File: src/sv/tccf_pkg.sv
package tccf_pkg;

	localparam int unsigned SEQ_W = 32;
	localparam int unsigned LEN_W = 16;
	localparam int unsigned CODE_W = 3;

	typedef enum logic [1:0] {
		ACT_CONNECT = 2'd0,
		ACT_CLOSE   = 2'd1,
		ACT_SEND    = 2'd2,
		ACT_RX      = 2'd3
	} action_t;

	typedef enum logic [2:0] {
		TX_NONE   = 3'd0,
		TX_SYN    = 3'd1,
		TX_FIN    = 3'd2,
		TX_DATA   = 3'd3,
		TX_ACK    = 3'd4,
		TX_FINACK = 3'd5
	} tx_kind_t;

	typedef enum logic [1:0] {
		EV_NONE      = 2'd0,
		EV_CONNECTED = 2'd1,
		EV_MESSAGE   = 2'd2,
		EV_CLOSED    = 2'd3
	} event_t;

	typedef enum logic [6:0] {
		ST_CLOSED      = 7'b0000001,
		ST_SYN_SENT    = 7'b0000010,
		ST_ESTABLISHED = 7'b0000100,
		ST_FIN_WAIT1   = 7'b0001000,
		ST_FIN_WAIT2   = 7'b0010000,
		ST_CLOSING     = 7'b0100000,
		ST_TIME_WAIT   = 7'b1000000
	} state_t;

	localparam logic [CODE_W-1:0] CODE_CLOSED      = 3'd0;
	localparam logic [CODE_W-1:0] CODE_SYN_SENT    = 3'd1;
	localparam logic [CODE_W-1:0] CODE_ESTABLISHED = 3'd2;
	localparam logic [CODE_W-1:0] CODE_FIN_WAIT1   = 3'd3;
	localparam logic [CODE_W-1:0] CODE_FIN_WAIT2   = 3'd4;
	localparam logic [CODE_W-1:0] CODE_CLOSING     = 3'd5;
	localparam logic [CODE_W-1:0] CODE_TIME_WAIT   = 3'd6;

	typedef struct packed {
		action_t           action;
		logic [LEN_W-1:0]  send_length;
		logic [SEQ_W-1:0]  rx_sequence;
		logic [LEN_W-1:0]  rx_length;
		logic              rx_syn;
		logic              rx_ack;
		logic              rx_fin;
	} req_t;

	typedef struct packed {
		tx_kind_t          tx_kind;
		logic [SEQ_W-1:0]  tx_sequence;
		logic [SEQ_W-1:0]  tx_acknowledge;
		logic [LEN_W-1:0]  tx_length;
		event_t            event_res;
		logic [LEN_W-1:0]  message_length;
		logic [CODE_W-1:0] conn_state;
	} rsp_t;

	function automatic logic [CODE_W-1:0] state_code(input state_t st);
		logic [CODE_W-1:0] code;
		code = CODE_CLOSED;
		case (st)
			ST_SYN_SENT:    code = CODE_SYN_SENT;
			ST_ESTABLISHED: code = CODE_ESTABLISHED;
			ST_FIN_WAIT1:   code = CODE_FIN_WAIT1;
			ST_FIN_WAIT2:   code = CODE_FIN_WAIT2;
			ST_CLOSING:     code = CODE_CLOSING;
			ST_TIME_WAIT:   code = CODE_TIME_WAIT;
			default:        code = CODE_CLOSED;
		endcase
		return code;
	endfunction

endpackage

File: src/sv/tcp_client_connection_fsm.sv
// Client-side TCP connection state machine. Each request transaction (connect, close,
// send data, or a received segment's flags, seq and length) yields exactly one response
// transaction: the segment to transmit with its seq/ack, an event and the state after
// the step. Throughput is one transaction per cycle while rsp_stall is low. The response is
// registered: an accepted request passes through the input register, then the result register;
// a stalled response holds the input register, and req_stall follows rsp_stall in the
// same cycle. The connection state, send sequence and acknowledge number update in the
// cycle an item moves into the result register, so the next item sees them at once.
// Sequence arithmetic wraps modulo 2^32. A write on the cfg port sets the initial
// sequence and reloads the send sequence; write it only while no transaction is in flight.
module tcp_client_connection_fsm
	import tccf_pkg::*;
(
	input  logic             clk,
	input  logic             arst_n,
	input  logic             req_valid,
	output logic             req_stall,
	input  req_t             req,
	output logic             rsp_valid,
	input  logic             rsp_stall,
	output rsp_t             rsp,
	input  logic             cfg_valid,
	output logic             cfg_ready,
	input  logic [SEQ_W-1:0] cfg_data
);

	logic             valid_s1;
	req_t             req_s1;
	logic             move_s1;
	logic             rsp_valid_q;
	rsp_t             rsp_q;
	state_t           state_q;
	logic [SEQ_W-1:0] snd_seq_q;
	logic [SEQ_W-1:0] ack_num_q;

	state_t           state_nx;
	logic [SEQ_W-1:0] snd_seq_nx;
	logic [SEQ_W-1:0] ack_num_nx;
	logic [SEQ_W-1:0] rx_ack_val;
	rsp_t             rsp_nx;

	assign move_s1   = valid_s1 && (!rsp_valid_q || !rsp_stall);
	assign req_stall = valid_s1 && !move_s1;
	assign cfg_ready = 1'b1;
	assign rsp_valid = rsp_valid_q;
	assign rsp       = rsp_q;

	// acknowledge number a received segment implies
	assign rx_ack_val = req_s1.rx_sequence + ((req_s1.rx_length != '0) ?
		SEQ_W'(req_s1.rx_length) : SEQ_W'(1));

	always_comb begin
		state_nx   = state_q;
		snd_seq_nx = snd_seq_q;
		ack_num_nx = ack_num_q;
		rsp_nx     = '0;
		case (req_s1.action)
			ACT_CONNECT: begin
				rsp_nx.tx_kind     = TX_SYN;
				rsp_nx.tx_sequence = snd_seq_q;
				snd_seq_nx         = snd_seq_q + SEQ_W'(1);
				state_nx           = ST_SYN_SENT;
			end
			ACT_CLOSE: begin
				rsp_nx.tx_kind        = TX_FIN;
				rsp_nx.tx_sequence    = snd_seq_q;
				rsp_nx.tx_acknowledge = ack_num_q;
				snd_seq_nx            = snd_seq_q + SEQ_W'(1);
				state_nx              = ST_FIN_WAIT1;
			end
			ACT_SEND: begin
				rsp_nx.tx_kind        = TX_DATA;
				rsp_nx.tx_sequence    = snd_seq_q;
				rsp_nx.tx_acknowledge = ack_num_q;
				rsp_nx.tx_length      = req_s1.send_length;
				snd_seq_nx            = snd_seq_q + SEQ_W'(req_s1.send_length);
			end
			default: begin
				ack_num_nx = rx_ack_val;
				case (state_q)
					ST_SYN_SENT: begin
						if (req_s1.rx_syn && req_s1.rx_ack) begin
							rsp_nx.tx_kind   = TX_ACK;
							rsp_nx.event_res = EV_CONNECTED;
							state_nx         = ST_ESTABLISHED;
						end
					end
					ST_ESTABLISHED: begin
						if (req_s1.rx_length != '0) begin
							rsp_nx.tx_kind        = TX_ACK;
							rsp_nx.event_res      = EV_MESSAGE;
							rsp_nx.message_length = req_s1.rx_length;
						end else if (!req_s1.rx_ack && req_s1.rx_fin) begin
							rsp_nx.tx_kind = TX_FINACK;
							state_nx       = ST_CLOSING;
						end
					end
					ST_FIN_WAIT1: begin
						if (req_s1.rx_ack) begin
							state_nx = ST_FIN_WAIT2;
						end else if (req_s1.rx_fin) begin
							rsp_nx.tx_kind = TX_ACK;
							state_nx       = ST_CLOSING;
						end
					end
					ST_FIN_WAIT2: begin
						if (req_s1.rx_fin) begin
							rsp_nx.tx_kind   = TX_ACK;
							rsp_nx.event_res = EV_CLOSED;
							state_nx         = ST_CLOSED;
						end
					end
					ST_CLOSING: begin
						if (req_s1.rx_ack) begin
							rsp_nx.event_res = EV_CLOSED;
							state_nx         = ST_CLOSED;
						end
					end
					default: begin
					end
				endcase
				if (rsp_nx.tx_kind != TX_NONE) begin
					rsp_nx.tx_sequence    = snd_seq_q;
					rsp_nx.tx_acknowledge = rx_ack_val;
				end
			end
		endcase
		rsp_nx.conn_state = state_code(state_nx);
	end

	always_ff @(posedge clk or negedge arst_n) begin
		if (!arst_n) begin
			valid_s1    <= 1'b0;
			rsp_valid_q <= 1'b0;
			state_q     <= ST_CLOSED;
			snd_seq_q   <= '0;
			ack_num_q   <= '0;
		end else begin
			if (req_valid && !req_stall) begin
				valid_s1 <= 1'b1;
			end else if (move_s1) begin
				valid_s1 <= 1'b0;
			end
			if (move_s1) begin
				rsp_valid_q <= 1'b1;
			end else if (!rsp_stall) begin
				rsp_valid_q <= 1'b0;
			end
			if (cfg_valid && cfg_ready) begin
				// reload the send sequence with the new initial value
				snd_seq_q <= cfg_data;
			end else if (move_s1) begin
				snd_seq_q <= snd_seq_nx;
			end
			if (move_s1) begin
				state_q   <= state_nx;
				ack_num_q <= ack_num_nx;
			end
		end
	end

	always_ff @(posedge clk) begin
		if (req_valid && !req_stall) begin
			req_s1 <= req;
		end
		if (move_s1) begin
			rsp_q <= rsp_nx;
		end
	end

	a_stall_only_when_full: assert property (@(posedge clk) disable iff (!arst_n)
		!valid_s1 |-> !req_stall)
		else $error("request stalled with empty input register");

	a_connect_gives_syn: assert property (@(posedge clk) disable iff (!arst_n)
		(move_s1 && req_s1.action == ACT_CONNECT) |=>
		(rsp_valid && rsp.tx_kind == TX_SYN && rsp.conn_state == CODE_SYN_SENT))
		else $error("connect did not produce SYN in syn_sent");

	a_none_is_zero: assert property (@(posedge clk) disable iff (!arst_n)
		(rsp_valid && rsp.tx_kind == TX_NONE) |->
		(rsp.tx_sequence == '0 && rsp.tx_acknowledge == '0 && rsp.tx_length == '0))
		else $error("no-segment response carries nonzero seq, ack or length");

	a_closed_event_state: assert property (@(posedge clk) disable iff (!arst_n)
		(rsp_valid && rsp.event_res == EV_CLOSED) |-> rsp.conn_state == CODE_CLOSED)
		else $error("closed event with state other than closed");

	a_state_onehot: assert property (@(posedge clk) disable iff (!arst_n)
		move_s1 |=> $onehot(state_q))
		else $error("connection state lost its one-hot code");

endmodule

File: config.mk
export PLATFORM = sky130hd
export DESIGN_NAME = tcp_client_connection_fsm
export DESIGN_NICKNAME = d
export VERILOG_FILES = /design/src/sv/tccf_pkg.sv /design/src/sv/tcp_client_connection_fsm.sv
export SDC_FILE = /design/constraint.sdc
export NUM_CORES = 1
export LEC_CHECK = 0
export BUFFER_PORTS_ARGS = -buffer_cell sky130_fd_sc_hd__buf_2
export CAP_MARGIN = 5
export CORE_ASPECT_RATIO = 1.75
export CORE_MARGIN = 2
export CORE_UTILIZATION = 51
export DETAILED_ROUTE_END_ITERATION = 10
export GPL_TIMING_DRIVEN = 0
export PLACE_DENSITY = 0.87
export SETUP_SLACK_MARGIN = 0.2
export SLEW_MARGIN = 20
export SYNTH_ARGS = -nofsm -noshare
export SYNTH_HDL_FRONTEND = slang
export SYNTH_SLANG_ARGS = --single-unit
export TNS_END_PERCENT = 1
File: constraint.sdc
create_clock -name clk -period 4.7 [get_ports clk]
set_clock_uncertainty 0.15 [all_clocks]
set_input_delay 0.705 -clock clk [delete_from_list [all_inputs] [get_ports clk]]
set_output_delay 0.705 -clock clk [all_outputs]
set_load 0.005 [all_outputs]
==> run metrics <==
net count of the mapped netlist=1213; Clock Sink Count=246; post-detailed-route count of antenna-violating nets=0; capturing element type of the critical path=register; layout cell share with drive strength beyond 1=20.69%; post-route cell area=0.01434 sq mm; Die Footprint=0.02500 sq mm; post-CTS setup buffer count=0; total placed instance area=0.01361 sq mm; total grt overflow=0; filler cell count in the final layout=1857; source-to-sink clock delay at the later pin of the worst-skew pair=0.53 ns; standby leakage power=5.919 nW; number of input and output port buffers inserted=210; first-pass GRT wire length=50.14 mm; number of clock buffers inserted by TritonCTS=23; clock buffer depth=3; largest net degree at the start of global routing=80; DRT iter0 DRCs=752; critical path peak fanout=10; Setup Crit Path Kind=register to register; detailed-route via count=9486; Arr. time, crit path=4.45 ns; Clock H-tree levels=1; Post-synth top flop=sky130_fd_sc_hd__edfxtp_1; root buffer cell=sky130_fd_sc_hd__clkbuf_16; drt total wl=32.33 mm; sequential area share after synthesis=58.10%; overall track demand over capacity in global routing=25.71%; headroom to the max-slew limit=41.97%; async set-or-reset flop fraction in the synthesized netlist=29.67%; sum of net half-perimeters after detailed placement=23.73 mm; max-cap violations=0; Synth-to-Final Area Change=18.63%; vias in the first global route=9824; number of rows in the core area=74; total negative slack for setup checks=0 ns; io pins=213; number of enable-type register cells in the synthesized netlist=173; number of optimization iterations in the first detailed-route pass=6; post-layout net count=1452; average instance area after synthesis=11.31 sq um; vias per cell=5.820; worst reg2reg setup slack=0.36 ns; worst endpoint required time=4.81 ns; result of the run=finished clean; die outline height=207.7 microns; count of distinct cell types in the synthesized netlist=74; CTS clock-pin slew for the worst setup and hold paths=0.07 ns; final estimated routing congestion in global placement=0.9414; remaining routing DRC violations=0; smallest setup slack after layout=0.3598 ns; cell count after synthesis=1069; Fmax=0.2304 GHz; flip-flop and latch count after synthesis=246; number of synthesis warnings=0; Min Clock Period, post-route=4.340 ns; class of the tightest hold or removal check=input pin to register; count of pins over their slew limit=0; count of endpoints failing setup in the final report=0; count of endpoints failing hold in the final timing report=0; power density normalized to cell area=388.2 mW/mm^2; worst-margin pin slew=0.8664 ns; cell area after technology mapping=0.01209 sq mm; pre-CTS worst setup slack=0.2162 ns; placeable core region=0.02333 sq mm; initial cell density of the core=51.81%; VDD IR max=352.8 uV; category of the worst setup path launch point=register; Die X-Extent=120.4 microns; final worst path period share=92.34%; antenna violations before repair=4; setup repair after global routing missed its margin=true; Routed WL per cell=19.84 microns; final hold slack=0.1951 ns; CTS tree=done
==> what timing repair did <==
item | 4_1_cts | 5_1_grt
hold endpoints to repair | 11 | 0
gates cloned | 0 | 0
hold buffers | 1 | 0
endpoints found under the setup margin | 1 | 14
resized for setup | 1 | 2
pin swaps | 0 | 1
==> placed cells by master, fill, tap and decap left out, drive strengths merged, types with 12 or more instances in the layout <==
master    n
ha       36
a22o     18
dfrtp    72
nand2   120
nand3    32
nor2     37
mux2i    15
buf     221
a21oi    39
o21ai    66
and3     22
inv      27
clkbuf   84
edfxtp  173
and2     84
nand4    12
nor3     38
xnor2    29
==> routing by layer <==
layer	global-route usage, %	up-vias	part of all wire [%]
met1	26.24	4475	33
met3	3.901	121	6.6
met4	14.51	4	5.5
li1	-	4407	-
met2	48.53	479	55
met5	0	-	0.090
==> final timing paths <==
kind	startpoint	endpoint	cells after the start
max	req_s1[12]	rsp[54]	12
min	req[54]	req_s1[54]	1
max reg2reg	req_s1[12]	rsp[54]	12
min reg2reg	ack_num_q[30]	ack_num_q[30]	2
max in group asynchronous	arst_n	state_q[0]	3
min in group asynchronous	arst_n	snd_seq_q[1]	2
==> cell type report <==
cell class	instances	area (sq um)	area share, %
clock buffer	28	594.3	4.144
clock inverter	13	105.1	0.7329
tap	304	380.4	2.652
timing repair buffer	214	1139	7.940
buffer	64	260.3	1.815
multi-input combinational	731	4728	32.97
antenna	2	5.005	0.03490
sequential	246	7023	48.97
inverter	28	105.1	0.7329
==> critical path: stages (launching register included) <==
cell and delay, ns:
sky130_fd_sc_hd__edfxtp_1 0.47, sky130_fd_sc_hd__nor4_1 0.51, sky130_fd_sc_hd__nand4_1 0.45, sky130_fd_sc_hd__nand2b_1 0.20
sky130_fd_sc_hd__ha_1 0.22, sky130_fd_sc_hd__a211oi_1 0.09, sky130_fd_sc_hd__o21bai_1 0.20, sky130_fd_sc_hd__a21oi_1 0.18
sky130_fd_sc_hd__o31ai_1 0.49, sky130_fd_sc_hd__a22o_1 0.35, sky130_fd_sc_hd__buf_1 0.46, sky130_fd_sc_hd__xnor2_1 0.21
sky130_fd_sc_hd__o21ai_0 0.11
==> stage by stage <==
step	cells	util, %	power (mW)
finish	1630	61.46	5.567
global route	1628	61.44	5.794
CTS	1628	61.40	5.582
detailed placement	1586	58.33	3.813
global placement	1583	57.95	3.766
floorplan	1069	-	3.418
==> kinds of logic (layout without fill, tap and decap cells) <==
group | Yosys count | count (layout) | share of synthesized area [%]
XOR/XNOR | 36 | 36 | 2.608
flip-flops | 246 | 246 | 58.10
other | 1 | 3 | 0.03102
adder cells (fa/ha/maj) | 38 | 38 | 4.058
buffers and inverters | 92 | 347 | 2.940
multiplexers | 22 | 22 | 1.894
AO/OA/AOI/OAI | 232 | 232 | 13.14
AND/OR/NAND/NOR | 402 | 402 | 17.23
==> state kept, by name, indices dropped and copies added, names as in the netlist <==
register   count
ack_num_q     32
req_s1        69
rsp          104
rsp_valid      1
snd_seq_q     32
state_q        7
valid_s1       1
==> synthesized netlist by cell type, types with 3 or more instances <==
| cell | count | area share [%] |
|---|---|---|
| sky130_fd_sc_hd__a22oi_1 | 11 | 0.68 |
| sky130_fd_sc_hd__or2_2 | 4 | 0.21 |
| sky130_fd_sc_hd__or3_1 | 9 | 0.47 |
| sky130_fd_sc_hd__o21ai_0 | 65 | 2.7 |
| sky130_fd_sc_hd__dfrtp_1 | 72 | 15 |
| sky130_fd_sc_hd__o21a_1 | 6 | 0.37 |
| sky130_fd_sc_hd__o41ai_1 | 3 | 0.22 |
| sky130_fd_sc_hd__nor2b_1 | 11 | 0.57 |
| sky130_fd_sc_hd__o31a_1 | 5 | 0.36 |
| sky130_fd_sc_hd__mux2i_1 | 15 | 1.2 |
| sky130_fd_sc_hd__a221o_1 | 3 | 0.25 |
| sky130_fd_sc_hd__a21boi_0 | 4 | 0.25 |
| sky130_fd_sc_hd__xnor2_1 | 29 | 2.1 |
| sky130_fd_sc_hd__a21o_1 | 11 | 0.68 |
| sky130_fd_sc_hd__a21oi_1 | 39 | 1.6 |
| sky130_fd_sc_hd__a32oi_1 | 6 | 0.43 |
| sky130_fd_sc_hd__nand3b_1 | 8 | 0.50 |
| sky130_fd_sc_hd__o311ai_0 | 3 | 0.22 |
| sky130_fd_sc_hd__a211oi_1 | 11 | 0.68 |
| sky130_fd_sc_hd__inv_1 | 27 | 0.84 |
| sky130_fd_sc_hd__a2111oi_0 | 3 | 0.22 |
| sky130_fd_sc_hd__edfxtp_1 | 173 | 43 |
| sky130_fd_sc_hd__nor2_1 | 37 | 1.1 |
| sky130_fd_sc_hd__nand4_1 | 12 | 0.62 |
| sky130_fd_sc_hd__and4_1 | 3 | 0.22 |
| sky130_fd_sc_hd__mux2_2 | 7 | 0.65 |
| sky130_fd_sc_hd__a31oi_1 | 9 | 0.47 |
| sky130_fd_sc_hd__xor2_1 | 7 | 0.51 |
| sky130_fd_sc_hd__and3_1 | 22 | 1.1 |
| sky130_fd_sc_hd__nand3_1 | 32 | 1.3 |
| sky130_fd_sc_hd__a211o_1 | 3 | 0.22 |
| sky130_fd_sc_hd__buf_1 | 4 | 0.12 |
| sky130_fd_sc_hd__o21bai_1 | 6 | 0.37 |
| sky130_fd_sc_hd__nand2_1 | 120 | 3.7 |
| sky130_fd_sc_hd__ha_1 | 36 | 3.7 |
| sky130_fd_sc_hd__o211ai_1 | 3 | 0.19 |
| sky130_fd_sc_hd__and2_1 | 84 | 4.3 |
| sky130_fd_sc_hd__clkbuf_1 | 56 | 1.7 |
| sky130_fd_sc_hd__nor4_1 | 4 | 0.21 |
| sky130_fd_sc_hd__a22o_1 | 18 | 1.3 |
| sky130_fd_sc_hd__nor3_1 | 38 | 1.6 |
| sky130_fd_sc_hd__nand2b_1 | 9 | 0.47 |
==> report_power, final <==
group / total [mW] / switching, mW / leakage [nW] / internal [mW]
logic: 1.02 / 0.589 / 2.99 / 0.427
clock network: 1.77 / 0.809 / 0.340 / 0.963
registers: 2.78 / 0.147 / 2.58 / 2.63
(Power assumes the default switching activity.)
